==> src/rtl/iex_pkg.sv <==
// ----------------------------------------------------------------------------
// iex_pkg
// types, opcodes and cycle costs shared by the instruction executor
// ----------------------------------------------------------------------------
package iex_pkg;

  localparam int REG_COUNT = 32;
  localparam int RIDX_W    = $clog2(REG_COUNT);

  typedef enum logic [4:0] {
    OP_NOP = 5'd0, OP_MOV = 5'd1, OP_LOAD = 5'd2, OP_STORE = 5'd3,
    OP_ADD = 5'd4, OP_SUB = 5'd5, OP_MUL = 5'd6, OP_DIV = 5'd7,
    OP_AND = 5'd8, OP_OR = 5'd9, OP_XOR = 5'd10, OP_SHL = 5'd11,
    OP_SHR = 5'd12, OP_CMP = 5'd13, OP_JMP = 5'd14, OP_JCC = 5'd15,
    OP_CALL = 5'd16, OP_RET = 5'd17, OP_VADD = 5'd18, OP_VMUL = 5'd19
  } op_t;

  localparam logic [1:0] SRC_REG = 2'd1;
  localparam logic [1:0] SRC_IMM = 2'd2;

  localparam logic [63:0] COST_ONE  = 64'd1;
  localparam logic [63:0] COST_MUL  = 64'd3;
  localparam logic [63:0] COST_DIV  = 64'd15;
  localparam logic [63:0] COST_VADD = 64'd2;
  localparam logic [63:0] COST_VMUL = 64'd4;

  typedef struct packed {
    logic [4:0]  kind;
    logic        dest_is_reg;
    logic [5:0]  dest_reg;
    logic [1:0]  src1_kind;
    logic [5:0]  src1_reg;
    logic signed [63:0] src1_imm;
    logic [1:0]  src2_kind;
    logic [5:0]  src2_reg;
    logic signed [63:0] src2_imm;
    logic        has_successor;
    logic        first;
  } in_beat_t;

  typedef struct packed {
    logic        wrote;
    logic [4:0]  write_reg;
    logic signed [63:0] write_value;
    logic        jump_taken;
    logic        finished;
    logic [63:0] cycle_total;
  } out_beat_t;

  typedef struct packed {
    logic        start;
    logic [63:0] num;
    logic [63:0] den;
  } div_req_t;

endpackage

==> src/rtl/iex_divider.sv <==
// ----------------------------------------------------------------------------
// iex_divider
// signed 64-bit radix-2 restoring divider, one quotient bit a cycle
// ----------------------------------------------------------------------------
module iex_divider (
  input  logic               clk,
  input  logic               rst_n,
  input  iex_pkg::div_req_t  req,
  output logic               done,
  output logic [63:0]        quot
);
  import iex_pkg::*;

  logic        busy_r, busy_nxt;
  logic [6:0]  cnt_r, cnt_nxt;
  logic [63:0] q_r, q_nxt;
  logic [63:0] rem_r, rem_nxt;
  logic [63:0] den_r, den_nxt;
  logic        neg_r, neg_nxt;
  logic        zero_r, zero_nxt;
  logic        done_r, done_nxt;
  logic [64:0] trial;
  logic [64:0] shifted;

  assign shifted = {rem_r, q_r[63]};
  assign trial   = shifted - {1'b0, den_r};

  always_comb begin
    busy_nxt = busy_r;
    cnt_nxt  = cnt_r;
    q_nxt    = q_r;
    rem_nxt  = rem_r;
    den_nxt  = den_r;
    neg_nxt  = neg_r;
    zero_nxt = zero_r;
    done_nxt = 1'b0;
    if (req.start) begin
      busy_nxt = 1'b1;
      cnt_nxt  = 7'd0;
      q_nxt    = req.num[63] ? (64'd0 - req.num) : req.num;
      den_nxt  = req.den[63] ? (64'd0 - req.den) : req.den;
      rem_nxt  = 64'd0;
      neg_nxt  = req.num[63] ^ req.den[63];
      zero_nxt = (req.den == 64'd0);
    end else if (busy_r) begin
      if (trial[64]) begin
        rem_nxt = shifted[63:0];
        q_nxt   = {q_r[62:0], 1'b0};
      end else begin
        rem_nxt = trial[63:0];
        q_nxt   = {q_r[62:0], 1'b1};
      end
      cnt_nxt = cnt_r + 7'd1;
      if (cnt_r == 7'd63) begin
        busy_nxt = 1'b0;
        done_nxt = 1'b1;
      end
    end
  end

  always_ff @(posedge clk) begin
    if (!rst_n) begin
      busy_r <= 1'b0;
      done_r <= 1'b0;
    end else begin
      busy_r <= busy_nxt;
      done_r <= done_nxt;
    end
    cnt_r  <= cnt_nxt;
    q_r    <= q_nxt;
    rem_r  <= rem_nxt;
    den_r  <= den_nxt;
    neg_r  <= neg_nxt;
    zero_r <= zero_nxt;
  end

  assign done = done_r;
  assign quot = zero_r ? 64'd0 : (neg_r ? (64'd0 - q_r) : q_r);

endmodule

==> config.mk <==
export PLATFORM = sky130hd
export DESIGN_NAME = iex_divider
export DESIGN_NICKNAME = d
export VERILOG_FILES = /design/src/rtl/iex_pkg.sv /design/src/rtl/iex_divider.sv
export SDC_FILE = /design/constraint.sdc
export NUM_CORES = 1
export LEC_CHECK = 0
export ABC_CLOCK_PERIOD_IN_PS = 4350
export BUFFER_PORTS_ARGS = -buffer_cell sky130_fd_sc_hd__buf_2
export CAP_MARGIN = 20
export CORE_MARGIN = 5
export CORE_UTILIZATION = 54
export DETAILED_ROUTE_END_ITERATION = 8
export PLACE_DENSITY_LB_ADDON = 0.1
export RECOVER_POWER = 50
export SKIP_CTS_REPAIR_TIMING = 1
export SLEW_MARGIN = 40
export SYNTH_ARGS = -nofsm -noshare
export SYNTH_HDL_FRONTEND = slang
export SYNTH_SLANG_ARGS = --single-unit
export TNS_END_PERCENT = 30
==> constraint.sdc <==
create_clock -name clk -period 4.35 [get_ports clk]
set_input_delay 0.87 -clock clk [delete_from_list [all_inputs] [get_ports clk]]
set_output_delay 0.87 -clock clk [all_outputs]
set_load 0.005 [all_outputs]
==> results.cfg <==
[status]
status = finished with violations
violations = capacitance limit, slew limit, setup timing

[worst_setup_path]
setup.worst_path.class = flop to primary output
crit_required_ns = 3.48
start_kind = flop
cp.arrival_ns = 3.56
crit_fanout = 5
crit_path_end_kind = primary output

[finish]
final_common_cell = nor2_1
layout-drive-gt1-share = 0.201
mostFrequentLayoutCells = 254 x nor2_1, 192 x buf_2, 165 x a21oi_1, 143 x xor2_1, 130 x edfxtp_1
nets = 2342
final-seq-area_um2 = 5370
utilization = 0.659
multi_input_area_um2 = 9920
final_cells = 2545
fillers = 2491
syn2layout_area_growth_pct = 20.4

[synth]
seq_area_frac_synth = 0.340
avgSynthCellArea_um2 = 8.35
synthAdderAreaFrac = 0.0553
yosys.area_share.simple = 0.184
syn-num-nets = 2088
async_flop_share = 0
synth-compound-area-share = 0.219
synthCells = 1888
ys_types = 72
syn-cell-area_um2 = 15800
synth_top_family_by_area = compound AO/OA/AOI/OAI gates
ys_ff_latch = 203
synth-edff-count = 130
yosys_warnings = 0
muxShareOfSynthArea = 0.0160
synth_ff_type = edfxtp_1
synth_xor_xnor_area_share = 0.137

[sta]
period_share = 1.02
rsz0062_at_grt = yes
fin_hold_ws_ns = 0.486
clock_skew_ns = 0.0162
worstMarginPinSlew_ns = 1.90
slew_viol_final = 209
worst_slack_ns = -0.0763
max_freq_ghz = 0.226
hold_viol_final = 0
relSlewSlack = -0.268
finalCriticalPeriod_ns = 4.43
finalSetupTns_ns = -0.208
setup_viol = 5

[grt]
grt_pass1_vias = 13800
grt-ovfl-total = 0
grt_pass1_wl_um = 67300
grt_start_max_net_pins = 171
grt_use_total = 0.240
grt_antenna_before_repair = 1

[clock_tree]
root_buffer = clkbuf_16
h-tree-depth = 1
cts_buffer_depth = 3
clk_latency_ns = 0.53
cts_tree = built
path_clk_slew_ns = 0.07
cts_made_buffers = 23
clock-sinks = 203

[min_path]
hp-class = flop to flop

[pwr]
leakagePower_nw = 7.94
p_per_area_nw_per_um2 = 330
power_w = 0.00627
peakVddDrop_v = 0.000315

[place]
port_buffers = 195
hpwl_um = 31600
dp.cells = 2490
place_congestion = 0.947

[floorplan]
die_w_um = 181
dieHeight_um = 181
rows = 62
core_area_um2 = 28800
initial_core_util = 0.548
ios = 196
die_area_um2 = 32700

[detailed_routing]
drc = 0
final_antenna_net_count = 0
via_count = 14600
drt_pass1_iterations = 5
wire_per_inst_um = 16.6
first_iter_violations = 1047
drt-total-wl_um = 42200
vias_per_cell = 5.74

[run]
maxCapViolCount = 2
[sequential cells by signal, summed over array words and instances (netlist names)]
signal  cells
busy_r      1
neg_r       1
rem_r      64
done        1
zero_r      1
den_r      64
cnt_r       7
q_r        64
[logic make-up (layout without fill, tap and decap cells)]
| family | after synthesis | count (layout) |
|---|---|---|
| muxes | 25 | 25 |
| AOI/OAI and AO/OA | 538 | 538 |
| adders and majority gates | 69 | 69 |
| other | 0 | 2 |
| buffers and inverters | 204 | 475 |
| and+or+nand+nor | 602 | 602 |
| DFF | 203 | 203 |
| xor gates and xnor gates | 247 | 247 |
[path summary, 6_finish.rpt]
check	startpoint	endpoint	slack, ns	cells after the start
worst max-delay path	q_r[6]	quot[45]	-0.08	12
worst min-delay path	rem_r[38]	rem_r[38]	0.49	2
worst max register to register	q_r[63]	rem_r[62]	0.22	15
worst min register to register	rem_r[38]	rem_r[38]	0.49	2
[Yosys cell counts (all sizes together) (20+ instances only)]
library cell	count	area share
nor2	258	0.061
a21oi	165	0.052
xor2	143	0.079
edfxtp	130	0.25
o21ai	126	0.040
nand2	123	0.029
inv	106	0.025
xnor2	104	0.058
clkbuf	91	0.022
dfxtp	73	0.093
ha	68	0.054
o31ai	52	0.025
a211oi	43	0.020
nor3	41	0.013
or4	40	0.021
o41ai	36	0.021
or3	31	0.013
a21o	26	0.012
mux2i	23	0.015
nand3	23	0.0076
nand4	21	0.0083
o21bai	20	0.0095
[worst max-delay path: stages, from the launching register on]
cell and delay [ns]:
edfxtp_1 0.39, or4_4 0.59, nor3_2 0.13, buf_4 0.15, nand3_4 0.06, or2_4 0.24
or3_4 0.38, buf_6 0.14, or2_2 0.32, o31ai_2 0.24, xor2_1 0.21, nor2_1 0.05
buf_2 0.14
[per-stage QoR]
stage          setup slack [ns]  instance area [um2]
2_1_floorplan            -0.111                15800
3_3_place_gp             -0.414                17800
3_5_place_dp             -0.503                17800
4_1_cts                  -0.539                18600
5_1_grt                  -0.191                19000
6_report                -0.0763                19000
[layer usage]
metal,up-vias,share of wire,GRT usage
met3,63,0.067,0.0374
li1,7358,-,-
met2,421,0.47,0.410
met5,-,0.00031,0
met1,6777,0.44,0.322
met4,2,0.021,0.0575
[power breakdown]
group	total (W)	switching [W]	internal (W)
Combinational	0.00174	0.000998	0.000739
Clock	0.00211	0.000822	0.00129
Sequential	0.00242	0.000152	0.00227
[final cells by class]
class | instances | share of cell area
timing repair buffer | 327 | 0.105
sequential | 203 | 0.283
multi-input combinational | 1481 | 0.522
clock buffer | 26 | 0.0314
clock inverter | 16 | 0.0118
tap | 384 | 0.0253
antenna | 2 | 0.000264
inverter | 106 | 0.0210
Power figures use the tool's default switching activity.
